## config.mk

```make
export PLATFORM = sky130hd
export DESIGN_NAME = triac_phase_soft_start_unit_flat
export DESIGN_NICKNAME = d
export VERILOG_FILES = /design/src/sv/tpss_pkg.sv /design/src/sv/tpss_ifs.sv /design/src/sv/tpss_step.sv /design/src/sv/triac_phase_soft_start_unit.sv /design/src/flat_wrapper.sv
export VERILOG_INCLUDE_DIRS = /design/src /design/src/sv
export SDC_FILE = /design/constraint.sdc
export NUM_CORES = 1
export LEC_CHECK = 0
export ABC_AREA = 1
export ABC_CLOCK_PERIOD_IN_PS = 4800
export BUFFER_PORTS_ARGS = -buffer_cell sky130_fd_sc_hd__buf_2
export CAP_MARGIN = 20
export CORE_MARGIN = 2
export CORE_UTILIZATION = 65
export CTS_BUF_LIST = sky130_fd_sc_hd__clkbuf_8 sky130_fd_sc_hd__clkbuf_16
export CTS_CLUSTER_SIZE = 24
export DETAILED_ROUTE_END_ITERATION = 10
export PLACE_DENSITY = 0.95
export REMOVE_ABC_BUFFERS = 1
export SYNTH_ARGS = -nofsm -noshare
export SYNTH_HDL_FRONTEND = slang
export SYNTH_SLANG_ARGS = --single-unit
```

## constraint.sdc

```tcl
create_clock -name clk -period 4.8 [get_ports clk]
set_input_delay 0.24 -clock clk [delete_from_list [all_inputs] [get_ports clk]]
set_output_delay 0.24 -clock clk [all_outputs]
set_load 0.1 [all_outputs]
```

## src/sv/triac_phase_soft_start_unit_defines.svh

```systemverilog
// Assertion macros shared by the soft-start RTL.
`ifndef TRIAC_PHASE_SOFT_START_UNIT_DEFINES_SVH
`define TRIAC_PHASE_SOFT_START_UNIT_DEFINES_SVH

// Same-cycle implication, checked outside reset.
`define TPSS_ASSERT_NOW(label, clk, rst_n, ante, cons, msg) \
	label: assert property (@(posedge clk) disable iff (!rst_n) (ante) |-> (cons)) \
		else $error(msg);

// Next-cycle implication, checked outside reset.
`define TPSS_ASSERT_NEXT(label, clk, rst_n, ante, cons, msg) \
	label: assert property (@(posedge clk) disable iff (!rst_n) (ante) |=> (cons)) \
		else $error(msg);

`endif

```

## src/sv/tpss_pkg.sv

```systemverilog
// Types, codes and reset constants of the triac soft-start unit.
`timescale 1ns / 1ps
`default_nettype none

package tpss_pkg;

	localparam int unsigned DW = 8;

	localparam logic [DW-1:0] START_DELAY_RST      = 8'd70;
	localparam logic [DW-1:0] END_DELAY_RST        = 8'd30;
	localparam logic [DW-1:0] FIRINGS_PER_STEP_RST = 8'd1;
	localparam logic [DW-1:0] CNT_MAX              = 8'hff;

	// Item kind
	typedef enum logic {
		KIND_CMD  = 1'b0,
		KIND_TICK = 1'b1
	} kind_t;

	// Command modes; the fourth code is unused
	typedef enum logic [1:0] {
		MODE_OFF  = 2'd0,
		MODE_FULL = 2'd1,
		MODE_SOFT = 2'd2
	} mode_t;

	// Configuration register indexes
	typedef enum logic [1:0] {
		REG_START_DELAY      = 2'd0,
		REG_END_DELAY        = 2'd1,
		REG_FIRINGS_PER_STEP = 2'd2
	} reg_idx_t;

	typedef struct packed {
		logic [DW-1:0] start_delay;
		logic [DW-1:0] end_delay;
		logic [DW-1:0] firings_per_step;
	} cfg_t;

	typedef struct packed {
		logic          kind;
		logic [1:0]    mode;
		logic          zero_cross;
	} item_t;

	typedef struct packed {
		logic          gate_level;
		logic          done_flag;
		logic          armed_flag;
		logic          crossing_on;
		logic [DW-1:0] phase_count;
		logic [DW-1:0] firing_delay;
		logic [DW-1:0] firing_count;
	} st_t;

	localparam st_t ST_RESET = '{
		gate_level:   1'b0,
		done_flag:    1'b1,
		armed_flag:   1'b0,
		crossing_on:  1'b0,
		phase_count:  '0,
		firing_delay: START_DELAY_RST,
		firing_count: '0
	};

endpackage

`default_nettype wire

```

## src/sv/tpss_ifs.sv

```systemverilog
// Channel interfaces: command/tick items, results and configuration writes.
`timescale 1ns / 1ps
`default_nettype none

interface tpss_item_if;
	logic       valid;
	logic       ready;
	logic       kind;
	logic [1:0] mode;
	logic       zero_cross;

	modport source (output valid, kind, mode, zero_cross, input ready);
	modport sink   (input valid, kind, mode, zero_cross, output ready);
endinterface

interface tpss_result_if;
	logic valid;
	logic ready;
	logic gate_on;
	logic start_done;
	logic crossing_enable;

	modport source (output valid, gate_on, start_done, crossing_enable, input ready);
	modport sink   (input valid, gate_on, start_done, crossing_enable, output ready);
endinterface

interface tpss_cfg_if;
	logic       valid;
	logic       ready;
	logic [1:0] index;
	logic [7:0] data;

	modport source (output valid, index, data, input ready);
	modport sink   (input valid, index, data, output ready);
endinterface

`default_nettype wire

```

## src/sv/tpss_step.sv

```systemverilog
// Next-state logic for one command or tick beat.
`timescale 1ns / 1ps
`default_nettype none

module tpss_step
	import tpss_pkg::*;
(
	input  st_t   st,
	input  cfg_t  cfg,
	input  item_t itm,
	output st_t   nxt
);

	logic [DW-1:0] pc_start;
	logic [DW-1:0] pc_inc;
	logic [DW-1:0] fc_inc;
	logic [DW-1:0] fd_dec;
	logic          fire;
	logic          step_done;

	// Phase counter: restart on crossing, then count up saturating
	assign pc_start = itm.zero_cross ? DW'(1) : st.phase_count;
	assign pc_inc   = (pc_start != CNT_MAX) ? pc_start + DW'(1) : pc_start;
	assign fire     = (pc_start != '0) && (pc_inc == st.firing_delay);

	// Firing count and delay step
	assign fc_inc    = (st.firing_count != CNT_MAX) ? st.firing_count + DW'(1)
	                                                : st.firing_count;
	assign step_done = (fc_inc == cfg.firings_per_step);
	assign fd_dec    = (st.firing_delay != '0) ? st.firing_delay - DW'(1) : '0;

	always_comb begin
		nxt = st;
		unique case (kind_t'(itm.kind))
			KIND_CMD: begin
				unique case (itm.mode)
					MODE_OFF, MODE_FULL: begin
						nxt.gate_level  = (itm.mode == MODE_FULL);
						nxt.armed_flag  = 1'b0;
						nxt.done_flag   = 1'b1;
						nxt.crossing_on = 1'b0;
					end
					MODE_SOFT: begin
						if (!st.armed_flag) begin
							nxt.done_flag  = 1'b0;
							nxt.armed_flag = 1'b1;
						end else if (st.done_flag) begin
							nxt.gate_level = 1'b1;
						end
					end
					default: ;
				endcase
			end
			KIND_TICK: begin
				if (st.done_flag) begin
					nxt.phase_count  = '0;
					nxt.firing_count = '0;
					nxt.firing_delay = cfg.start_delay;
				end else begin
					nxt.crossing_on = 1'b1;
					if (st.phase_count == '0)
						nxt.gate_level = 1'b0;
					nxt.phase_count = (pc_start != '0) ? pc_inc : pc_start;
					if (fire) begin
						nxt.gate_level   = 1'b1;
						nxt.phase_count  = '0;
						nxt.firing_count = fc_inc;
						if (step_done) begin
							nxt.firing_count = '0;
							nxt.firing_delay = fd_dec;
							if (fd_dec <= cfg.end_delay) begin
								nxt.done_flag   = 1'b1;
								nxt.crossing_on = 1'b0;
							end
						end
					end
				end
			end
			default: ;
		endcase
	end

endmodule

`default_nettype wire

```

## src/sv/triac_phase_soft_start_unit.sv

```systemverilog
// Top level of the triac phase-angle soft-start unit.
//
//  channel  dir  carries                                         beat when
//  item     in   kind, mode, zero_cross                          valid & ready
//  res      out  gate_on, start_done, crossing_enable            valid & ready
//  cfg      in   index (0 start, 1 end, 2 firings/step), data    valid & ready
//
// One beat a cycle while the result is not stalled: an item enters the input
// register; when it moves on, it is applied to the controller state and its
// result lands in the result register in the same cycle. The state update
// sets the rate. arst_n restores configuration, state and valid flags to reset values.
// A stalled result holds the result register; the input register still
// takes a beat whenever it drains. cfg is always ready.
`timescale 1ns / 1ps
`default_nettype none
`include "triac_phase_soft_start_unit_defines.svh"

module triac_phase_soft_start_unit
	import tpss_pkg::*;
(
	input  wire           clk,
	input  wire           arst_n,
	tpss_item_if.sink     item,
	tpss_result_if.source res,
	tpss_cfg_if.sink      cfg
);

	cfg_t  cfg_q;
	st_t   st_q;
	st_t   st_nxt;
	item_t item_s1;
	logic  valid_s1;
	logic  res_valid_q;
	logic  in_acc;
	logic  s1_fire;

	// Handshake control
	assign s1_fire    = valid_s1 && (!res_valid_q || res.ready);
	assign item.ready = !valid_s1 || s1_fire;
	assign in_acc     = item.valid && item.ready;
	assign cfg.ready  = 1'b1;

	// Configuration registers
	always_ff @(posedge clk or negedge arst_n) begin
		if (!arst_n) begin
			cfg_q.start_delay      <= START_DELAY_RST;
			cfg_q.end_delay        <= END_DELAY_RST;
			cfg_q.firings_per_step <= FIRINGS_PER_STEP_RST;
		end else if (cfg.valid) begin
			unique case (cfg.index)
				REG_START_DELAY:      cfg_q.start_delay      <= cfg.data;
				REG_END_DELAY:        cfg_q.end_delay        <= cfg.data;
				REG_FIRINGS_PER_STEP: cfg_q.firings_per_step <= cfg.data;
				default: ;
			endcase
		end
	end

	// Input register
	always_ff @(posedge clk or negedge arst_n) begin
		if (!arst_n)
			valid_s1 <= 1'b0;
		else
			valid_s1 <= in_acc || (valid_s1 && !s1_fire);
	end

	always_ff @(posedge clk) begin
		if (in_acc) begin
			item_s1.kind       <= item.kind;
			item_s1.mode       <= item.mode;
			item_s1.zero_cross <= item.zero_cross;
		end
	end

	// Controller update
	tpss_step u_step (
		.st  (st_q),
		.cfg (cfg_q),
		.itm (item_s1),
		.nxt (st_nxt)
	);

	always_ff @(posedge clk or negedge arst_n) begin
		if (!arst_n)
			st_q <= ST_RESET;
		else if (s1_fire)
			st_q <= st_nxt;
	end

	// Result register
	always_ff @(posedge clk or negedge arst_n) begin
		if (!arst_n)
			res_valid_q <= 1'b0;
		else
			res_valid_q <= s1_fire || (res_valid_q && !res.ready);
	end

	always_ff @(posedge clk) begin
		if (s1_fire) begin
			res.gate_on         <= st_nxt.gate_level;
			res.start_done      <= st_nxt.done_flag;
			res.crossing_enable <= st_nxt.crossing_on;
		end
	end

	assign res.valid = res_valid_q;

	// Checks
	`TPSS_ASSERT_NOW(a_cross_not_done, clk, arst_n, st_q.crossing_on, !st_q.done_flag, "crossing enabled while soft start done")
	`TPSS_ASSERT_NOW(a_unarmed_done, clk, arst_n, !st_q.armed_flag, st_q.done_flag, "soft start running while not armed")
	`TPSS_ASSERT_NEXT(a_s1_hold, clk, arst_n, valid_s1 && !s1_fire, valid_s1, "stalled item lost from input register")
	`TPSS_ASSERT_NEXT(a_res_load, clk, arst_n, s1_fire, res_valid_q && !valid_s1 || res_valid_q, "result register not loaded")

endmodule

`default_nettype wire
```

## src/flat_wrapper.sv

```systemverilog
// flat-port wrapper written by rule: the top's interface ports become plain ports
module triac_phase_soft_start_unit_flat import tpss_pkg::*;
  (clk, arst_n, item_valid, item_kind, item_mode, item_zero_cross, item_ready, res_valid, res_gate_on, res_start_done, res_crossing_enable, res_ready, cfg_valid, cfg_index, cfg_data, cfg_ready);
  tpss_item_if item_i ();
  tpss_result_if res_i ();
  tpss_cfg_if cfg_i ();
  input  wire clk;
  input  wire arst_n;
  input wire logic [$bits(item_i.valid)-1:0] item_valid;
  input wire logic [$bits(item_i.kind)-1:0] item_kind;
  input wire logic [$bits(item_i.mode)-1:0] item_mode;
  input wire logic [$bits(item_i.zero_cross)-1:0] item_zero_cross;
  output wire logic [$bits(item_i.ready)-1:0] item_ready;
  output wire logic [$bits(res_i.valid)-1:0] res_valid;
  output wire logic [$bits(res_i.gate_on)-1:0] res_gate_on;
  output wire logic [$bits(res_i.start_done)-1:0] res_start_done;
  output wire logic [$bits(res_i.crossing_enable)-1:0] res_crossing_enable;
  input wire logic [$bits(res_i.ready)-1:0] res_ready;
  input wire logic [$bits(cfg_i.valid)-1:0] cfg_valid;
  input wire logic [$bits(cfg_i.index)-1:0] cfg_index;
  input wire logic [$bits(cfg_i.data)-1:0] cfg_data;
  output wire logic [$bits(cfg_i.ready)-1:0] cfg_ready;
  assign item_i.valid = item_valid;
  assign item_i.kind = item_kind;
  assign item_i.mode = item_mode;
  assign item_i.zero_cross = item_zero_cross;
  assign item_ready = item_i.ready;
  assign res_valid = res_i.valid;
  assign res_gate_on = res_i.gate_on;
  assign res_start_done = res_i.start_done;
  assign res_crossing_enable = res_i.crossing_enable;
  assign res_i.ready = res_ready;
  assign cfg_i.valid = cfg_valid;
  assign cfg_i.index = cfg_index;
  assign cfg_i.data = cfg_data;
  assign cfg_ready = cfg_i.ready;
  triac_phase_soft_start_unit u_core (.clk(clk), .arst_n(arst_n), .item(item_i), .res(res_i), .cfg(cfg_i));
endmodule
```

# After elaboration in Yosys (flattened, before gate mapping)
# Index checks and enable logic that the tools add are counted.
[totals]
word_cells = 83
output_inout_bits = 6
regBits = 61
input_bits = 19
rom_bits = 0
ram_bits = 0
latch_bits = 0
memories = 0
[op_classes]
shifts = 0
reduce_logical = 29
order_cmp = 1
n_mux = 23
mul = 0
addsub = 3
bitwise_logic = 1
div = 0
eq_ne = 8
[op_table]
columns = ["operator", "count"]
rows = [
  ["$mux W8", 5],
  ["$mux W25", 1],
  ["$mux W24", 1],
  ["$add A8 B1 Y8 const B", 2],
  ["$eq A8 B8 Y1", 2],
  ["$mux W16", 1],
  ["$ne A8 B8 Y1 const B", 2],
  ["$reduce_bool A8 Y1", 2],
  ["$mux W1", 9],
  ["$le A8 B8 Y1", 1],
  ["$logic_not A8 Y1", 1],
  ["$reduce_and A2 Y1", 4],
  ["$sub A8 B1 Y8 const B", 1],
  ["$mux W2", 3],
  ["$pmux W3 S2", 1],
  ["$reduce_and A3 Y1", 2],
  ["$reduce_bool A2 Y1", 3],
  ["$logic_and A1 B1 Y1", 5],
  ["$eq A2 B1 Y1 const B", 2],
  ["$eq A2 B2 Y1 const B", 2],
  ["$logic_not A1 Y1", 4],
  ["$logic_not A2 Y1", 2],
  ["$logic_or A1 B1 Y1", 4],
  ["$pmux W2 S2", 1],
  ["other kinds (4)", 4],
]

# Logic depth before layout (Yosys ltp)
# Gate-level depths: netlist (run 1).
[depth]
depth_word = 8
depth_mapped = 20
mapped_depth_nobuf = 20

# Hierarchy
# Synthesis (run 1) repeated with hierarchy kept, for this count alone.
[unflattened]
cells_unflattened = 698
area_unflattened_um2 = 4754.6
[modules_own_cells]
columns = ["mod", "area_each_um2", "n_inst", "cells_per_inst"]
rows = [
  ["triac_phase_soft_start_unit", 2456.1, 1, 250],
  ["tpss_step", 2298.5, 1, 448],
]

# Least setup slack after synthesis (run 1)
# No wires, ideal clock.
[synth_path]
path_type = "flip-flop to flip-flop"
startpoint = "register u_core.st_q[8] (netlist name)"
endpoint = "register u_core.res.crossing_enable (data pin)"
path_buffers = 0
arrival_time_ps = 2590
setup_slack_ps = 1961
setup_time_ps = 249
path_stages_with_launch = 19
period_less_slack_ps = 2839
path_cell_list = "dfrtp_1 > inv_1 > ha_1 > inv_1 > nor4_1 > nor2_1 > ha_1 > inv_1 > nor2_1 > nor2_1 > o21ai_0 > a21oi_1 > nor2_1 > o21ai_0 > nand2_1 > a21oi_1 > nand3_1 > nand2_1 > inv_1"
[synth_lines]
columns = ["item", "line", "rtl"]
rows = [
  ["start, declared", "triac_phase_soft_start_unit.sv:29", "st_t st_q;"],
  ["start signal, assigned", "triac_phase_soft_start_unit.sv:87", "st_q <= st_nxt;"],
  ["end signal, assigned", "triac_phase_soft_start_unit.sv:102", "res.crossing_enable <= st_nxt.crossing_on;"],
  ["end, declared", "tpss_ifs.sv:23", "modport source (output valid, gate_on, start_done, crossing_enable, input ready);"],
]

==> results.md, run 1 <==
* Outcome: finished, final reports clean
* DP HPWL at 6900 µm
* CTS tree: done
* Routed WL at 9250 µm
* Part of the Yosys area used for sequential elements at 0.398
* Worst skew pair latency at 0.35 ns
* DR pass1 iterations at 5
* DIE AREA at 0.00674 mm²
* Post-CTS Resized at 0
* Post-route ant nets at 0
* Crit-path cells: inv_1 -> ha_1 -> inv_1 -> nor4_1 -> nor2_1 -> ha_1 -> a21oi_1 -> o21ai_0 -> a21oi_1 -> nor2_1 -> o21ai_0 -> nand2_1 -> a21oi_1 -> nand3_1 -> nand2_1 -> inv_1
* Synth Flop Type: dfrtp_1
* Die height at 82.1 µm
* Layout cells sized above 1 at 0.141
* Clk slew on worst S/H paths at 0.07 ns
* Hold_ws at 0.0177 ns
* Number of synthesized flops with an enable pin at 7
* Max Slew Vio Count at 0
* Max Cap Viol at 0
* CP arrival at 3.57 ns
* Tmin final at 3.46 ns
* # IOs at 25
* Worst endpoint required time at 4.91 ns
* Max rail drop VDD at 0.000330 V
* Fin cells at 658
* Critical path class: flop to flop
* Layout area overhead at 10.5%
* M1 WL at 3810 µm
* Largest net degree at the start of global routing at 55
* Max Freq at 289 MHz
* CTS buffer count at 9
* Crit Path Max Fanout at 6
* Number of fill cells in the layout at 441
* CP Launch Type: flop
* Core area at 0.00592 mm²
* Final nets at 610
* GP Congestion at 0.931
* Worst slack, placed at 1.54 ns
* GR Overflow Total at 0
* DR DRC count at 0
* RSZ-0062 raised after global routing: no
* Post-CTS Setup Bufs at 0
* H-tree depth at 3
* Post-synthesis cell type count at 41
* Highest Signal Layer: met4
* Initial Util at 0.669
* Initial antenna violation count at 0
* Syn. warnings at 0
* Port Buffers at 23
* Avg Inst Size Synth at 7.22 µm²
* CTS Hold Bufs at 0
* Min-Delay Path Class: primary input to asynchronous set/reset pin
* Post-Place Cells at 642
* Final Hold Fails at 0
* Post-Synthesis Cells at 549
* Post-route core utilization at 0.739
* Met3 routed wirelength at 643 µm
* Vias at 3,695
* Die W at 82.1 µm
* Via/cell ratio at 5.62
* Antenna cell count at 0
* Static Leakage at 2.28 nW
* Clock sink count at 61
* Initial DRC Count at 264
* Crit-path max cell delay at 0.75 ns
* Vias in the first global route at 3,621
* Row count at 28
* Critical path endpoint category: flop
* Synthesized cell area at 0.00396 mm²
* Setup ws final at 1.34 ns
* Wire per inst at 14.1 µm
* Layout Skew at 0.00824 ns
* Period utilization at 0.720
* Final setup fails at 0
* Root Driver: clkbuf_8
* Worst slew pin tran at 0.859 ns
* FFs w/ async S/R, synth at 0.885
* Metal2 WL at 4460 µm
* Pwr/cell area at 627 mW/mm²
* CTS Buffer Depth at 2
* First-pass GRT wire length at 15,600 µm
* Synth Register Bits at 61
* Final setup TNS at 0 ns
* Total GRT Usage at 0.307
* Worst path slowest cell: nor4_1
* Slew headroom at 0.422
[critical path, delay by kind of cell, from the launching register on]
| family | cells | cell delay, ns |
|---|---|---|
| and+or+nand+nor | 6 | 1.27 |
| adders and majority gates | 2 | 0.53 |
| DFF | 1 | 0.39 |
| AOI/OAI and AO/OA | 5 | 0.79 |
| buffers and inverters | 3 | 0.24 |
[where the power goes]
part	switching, W	leakage [nW]	total [W]	internal (W)
Sequential	0.000125	0.727	0.000780	0.000655
Combinational	0.000949	1.44	0.00145	0.000501
Clock	0.000211	0.114	0.000512	0.000300
Total	0.00129	2.28	0.00274	0.00146
[layer usage]
metal / vias to the layer above / global-route usage
met5: - / 0
met4: 0 / 0.147
met3: 40 / 0.0681
met2: 165 / 0.532
met1: 1673 / 0.359
li1: 1817 / -
[cell usage in the layout, fill, tap and decap left out, types with 2 or more instances in the layout]
cell type / count
dfstp_2: 12
xnor2_1: 2
clkbuf_8: 11
nand3_4: 2
nor2_2: 2
nand4_1: 7
nand2_2: 7
nor2_4: 5
a21oi_2: 4
nand2_1: 177
buf_2: 23
nand3b_1: 6
edfxtp_1: 7
ha_1: 13
clkinv_2: 2
a21oi_1: 10
dfrtp_1: 42
nand2_4: 3
nor4_1: 2
nand3_1: 40
o21ai_1: 3
nor2_1: 42
xor2_1: 6
inv_1: 78
o31ai_1: 2
o21ai_0: 46
buf_4: 2
nor3_1: 10
[final timing paths]
path,endpoint,start,cells past startpoint,slack (ns)
setup / recovery,u_core.res.crossing_enable$_DFFE_PP_,u_core.st_q[8]$_DFFE_PN0P_,16,1.34
hold / removal,u_core.res.valid$_DFF_PN0_,arst_n,2,0.02
setup reg to reg,u_core.res.crossing_enable$_DFFE_PP_,u_core.st_q[8]$_DFFE_PN0P_,16,1.34
hold reg to reg,u_core.cfg_q[14]$_DFFE_PN0P_,u_core.cfg_q[14]$_DFFE_PN0P_,2,0.49
max in group asynchronous,u_core.cfg_q[21]$_DFFE_PN0P_,arst_n,2,4.33
min in group clk,u_core.item_s1[2]$_DFFE_PP_,item_mode[1],1,0.07
[metrics by stage]
step | total power (W) | cell area [µm²]
6_report | 0.00274 | 4380
5_1_grt | 0.00301 | 4380
3_3_place_gp | 0.00212 | 4150
4_1_cts | 0.00272 | 4380
3_5_place_dp | 0.00220 | 4150
2_1_floorplan | 0.00188 | 3930
[flip-flops by register name (all words and copies together) (netlist names)]
name	count
u_core.item_s1	4
u_core.res.start_done	1
u_core.cfg_q	24
u_core.res.crossing_enable	1
u_core.res.gate_on	1
u_core.res.valid	1
u_core.valid_s1	1
u_core.st_q	28
[cells by family after synthesis]
| group | after synthesis | synth area share |
|---|---|---|
| AOI/OAI and AO/OA | 72 | 0.101 |
| xor gates and xnor gates | 8 | 0.0177 |
| adders and majority gates | 13 | 0.0410 |
| buffers and inverters | 88 | 0.0871 |
| DFF | 61 | 0.398 |
| other | 1 | 0.000946 |
| and+or+nand+nor | 306 | 0.355 |
[cells in the mapped netlist, types with 5 or more instances]
cell | number | area [µm²]
a21oi_1 | 10 | 50.1
clkbuf_1 | 5 | 18.8
dfrtp_1 | 42 | 1050
dfstp_2 | 12 | 315
edfxtp_1 | 7 | 210
ha_1 | 13 | 163
inv_1 | 78 | 293
nand2_1 | 177 | 664
nand2_2 | 7 | 43.8
nand3_1 | 40 | 200
nand3b_1 | 6 | 45.0
nand4_1 | 7 | 43.8
nor2_1 | 42 | 158
nor2_4 | 5 | 56.3
nor3_1 | 10 | 50.1
o21ai_0 | 46 | 230
xor2_1 | 6 | 52.6
[final cells by class]
cell class              count  area (µm²)  share of cell area
well taps                  75        93.8              0.0214
clock inverters             4        51.3              0.0117
flip-flops and latches     61        1580               0.360
repair buffers             25         130              0.0297
inverters                  81         308              0.0703
clock buffers              12         176              0.0403
multi-input cells         400        2040               0.466
No activity file was read; power rests on OpenSTA's default activity.
==> run 2, diff against run 1 <==
- ABC_AREA: 1 -> 0
- ABC_CLOCK_PERIOD_IN_PS: 4800 -> 3400
- CORE_UTILIZATION: 65 -> 61
- PLACE_DENSITY: 0.95 -> 0.9
- clock period: 4.8 -> 3.4 ns (I/O delays scaled with it)
==> run 2 against run 1 <==
Compared with the run above: clock skew is 0.0069 ns higher; die area increased by 9.9%; non-clock buffer count increased by 15; worst setup slack worse by 1.3 ns; global-route usage grew 0.98 points; via count grew 4.1%; combinational power fell by 8%; utilization is 2.0 points lower; final cell count decreased by 16%; sequential power grew 42%; clock-buffer cell count decreased by 3; critical path type unchanged.
==> results.md, run 2 <==
* Outcome: finished, final reports clean
* Layout Skew at 0.0152 ns (+0.00692 ns)
* Clk slew on worst S/H paths at 0.09 ns (+0.02 ns)
* # IOs at 25 (unchanged)
* Design area at 0.00462 mm² (+5.6%)
* Synth top area share at 0.256 (-0.00929)
* GP Congestion at 0.975 (+4.7%)
* Vias in the first global route at 3,679 (+1.6%)
* Avg Inst Size Synth at 9.35 µm² (+30%)
* Total GRT Usage at 0.317 (+0.00983)
* Biggest regs: u_core.st_q: 28 flops, u_core.cfg_q: 24 flops, u_core.item_s1: 4 flops
* DP HPWL at 7460 µm (+8.2%)
* Initial antenna violation count at 0 (unchanged)
* Dpl cell area at 0.00429 mm² (+3.5%)
* DIE AREA at 0.00740 mm² (+9.9%)
* CP arrival at 3.69 ns (+0.12 ns)
* Max reg flops at 28 (unchanged)
* H-tree depth at 3 (unchanged)
* Overall Power at 0.00319 W (+16%)
* Min-Delay Path Class: primary input to flop
* GR Overflow Total at 0 (unchanged)
* Row count at 29 (+3.6%)
* Tmin final at 3.39 ns (-0.0642 ns)
* Layout cells sized above 1 at 0.246 (+0.105)
* Clock sink count at 61 (unchanged)
* CTS Buffer Depth at 2 (unchanged)
* Initial DRC Count at 429 (+63%)
* FFs w/ async S/R, synth at 0.885 (unchanged)
* Post-Place Cells at 529 (-18%)
* Worst skew pair latency at 0.36 ns (about the same)
* Port Buffers at 23 (unchanged)
* CTS tree: done
* Core area at 0.00642 mm² (+8.5%)
* Routed WL at 11,700 µm (+27%)
* Layout area overhead at 12.5%
* Via/cell ratio at 6.95 (+24%)
* CP Launch Type: flop
* Final setup fails at 0 (unchanged)
* Final Hold Fails at 0 (unchanged)
* Largest net degree at the start of global routing at 45 (-18%)
* DR pass1 iterations at 5 (unchanged)
* First-pass GRT wire length at 18,200 µm (+17%)
* Die height at 86.0 µm (+4.8%)
* CTS buffer count at 9 (unchanged)
* Post-synthesis cell type count at 72 (+76%)
* Synth Flop Type: dfrtp_1
* Critical path endpoint category: flop
* Worst slew pin tran at 0.533 ns (-0.327 ns)
* Syn. warnings at 0 (unchanged)
* Post-Synthesis Cells at 439 (-20%)
* Period utilization at 0.998 (+0.278)
* Max Cap Viol at 0 (unchanged)
* Root Driver: clkbuf_8
* Fin cells at 553 (-16%)
* Final nets at 503 (-18%)
* Die W at 86.0 µm (+4.8%)
* Antenna cell count at 0 (unchanged)
* Number of synthesized flops with an enable pin at 7 (unchanged)
* Synth area leaders: dfrtp_1 (26%), mux2_2 (9.3%), dfstp_2 (7.7%)
* Synth Register Bits at 61 (unchanged)
* R2R Setup Slk at 0.007 ns (-1.34 ns)
* Max rail drop VDD at 0.000575 V (+74%)
* Vias at 3,846 (+4.1%)
* Wire per inst at 21.2 µm (+51%)
* Max Slew Vio Count at 0 (unchanged)
* Worst endpoint required time at 3.70 ns (-1.21 ns)
* DR DRC count at 0 (unchanged)
* Commonest cells in the netlist: dfrtp_1 (42), nor2_1 (42), nand2_1 (41), mux2_2 (34)
* Synth area leader: dfrtp_1
* Critical path class: flop to flop
* Most flop-heavy register: u_core.st_q
* Initial Util at 0.639 (-0.0299)
* Slew headroom at 0.644 (+0.222)
* Static Leakage at 1.93 nW (-15%)
* Part of the Yosys area used for sequential elements at 0.384 (-0.0139)
* Synthesized cell area at 0.00411 mm² (+3.6%)
* Crit Path Max Fanout at 12 (+6)
* Pwr/cell area at 691 mW/mm² (+10%)
* Max Freq at 295 MHz (+1.9%)
* Post-route ant nets at 0 (unchanged)
* Most frequent cells in the layout: nor2_1 (42), dfrtp_1 (42), nand2_1 (41)
==> run 2: changes by cell type after synthesis, sizes merged, moves of 8 or more <==
cell   before  now
nand3      43   17
mux2        0   34
buf         2   10
inv        79   18
a31oi       1    9
xnor2       2   13
nand2     188   42
o21ai      50   21
==> run 2: per-layer routing <==
layer	vias up	routed length, µm	track usage
li1	1678	-	-
met1	1810	4520	0.396
met2	287	5660	0.528
met3	71	1020	0.0577
met4	0	515	0.154
met5	-	0	0
==> run 2: worst paths after layout <==
check / from / to / depth (start not counted)
max in group asynchronous: arst_n / u_core.st_q[9]$_DFFE_PN1P_ / 4
setup reg to reg: u_core.st_q[0]$_DFFE_PN0P_ / u_core.st_q[10]$_DFFE_PN1P_ / 10
min in group asynchronous: arst_n / u_core.cfg_q[1]$_DFFE_PN0P_ / 2
hold reg to reg: u_core.cfg_q[15]$_DFFE_PN0P_ / u_core.cfg_q[15]$_DFFE_PN0P_ / 1
setup / recovery: u_core.st_q[0]$_DFFE_PN0P_ / u_core.st_q[10]$_DFFE_PN1P_ / 10
hold / removal: item_mode[0] / u_core.item_s1[1]$_DFFE_PP_ / 1
==> run 2: kinds of logic after synthesis <==
group / share of synthesized area
flip-flops: 0.384
adder cells (fa/ha/maj): 0.0396
AO/OA/AOI/OAI: 0.149
buffers and inverters: 0.0424
AND/OR/NAND/NOR: 0.247
other: 0.000913
XOR/XNOR: 0.0341
multiplexers: 0.103
==> run 2: final cells by class <==
class / count / area (µm²)
multi-input cells: 339 / 2390
repair buffers: 40 / 265
clock buffers: 9 / 124
flip-flops and latches: 61 / 1580
fillers: 411 / 1800
well taps: 77 / 96.3
clock inverters: 7 / 97.6
inverters: 20 / 75.1
==> run 2: repair_timing <==
| action | in CTS | in global routing |
|---|---|---|
| endpoints found under the setup margin | 0 | 16 |
| endpoints found under the hold margin | 3 | 34 |
| gates resized for setup | 0 | 5 |
| hold buffers | 3 | 1 |
| buffers inserted | 0 | 3 |
==> run 2: stage by stage <==
stage | worst slack [ns] | setup TNS (ns) | hold slack [ns] | util
after floorplan | -0.542 | -6.67 | -0.126 | -
after detailed placement | 0.0587 | 0 | 0.349 | 0.668
after CTS | 0.0503 | 0 | 0.00921 | 0.708
final | 0.00688 | 0 | 0.0140 | 0.719
after global placement | 0.151 | 0 | 0.347 | 0.668
after global routing | -0.0614 | -0.0614 | 0.00619 | 0.719
==> run 2: critical path: stages, from the launching register on <==
cell and delay [ns]:
dfrtp_1 0.52, ha_4 0.25, nand2_1 0.18, nor3_2 0.27, mux2_2 0.37, a32o_1 0.21, nor4_2 0.29, buf_4 0.26
nand4_1 0.28, o31ai_1 0.46, mux2_2 0.25
==> run 2: where the power goes <==
group / switching [W] / internal [W]
combinational: 0.000784 / 0.000551
sequential: 0.000219 / 0.000889
clock: 0.000335 / 0.000417
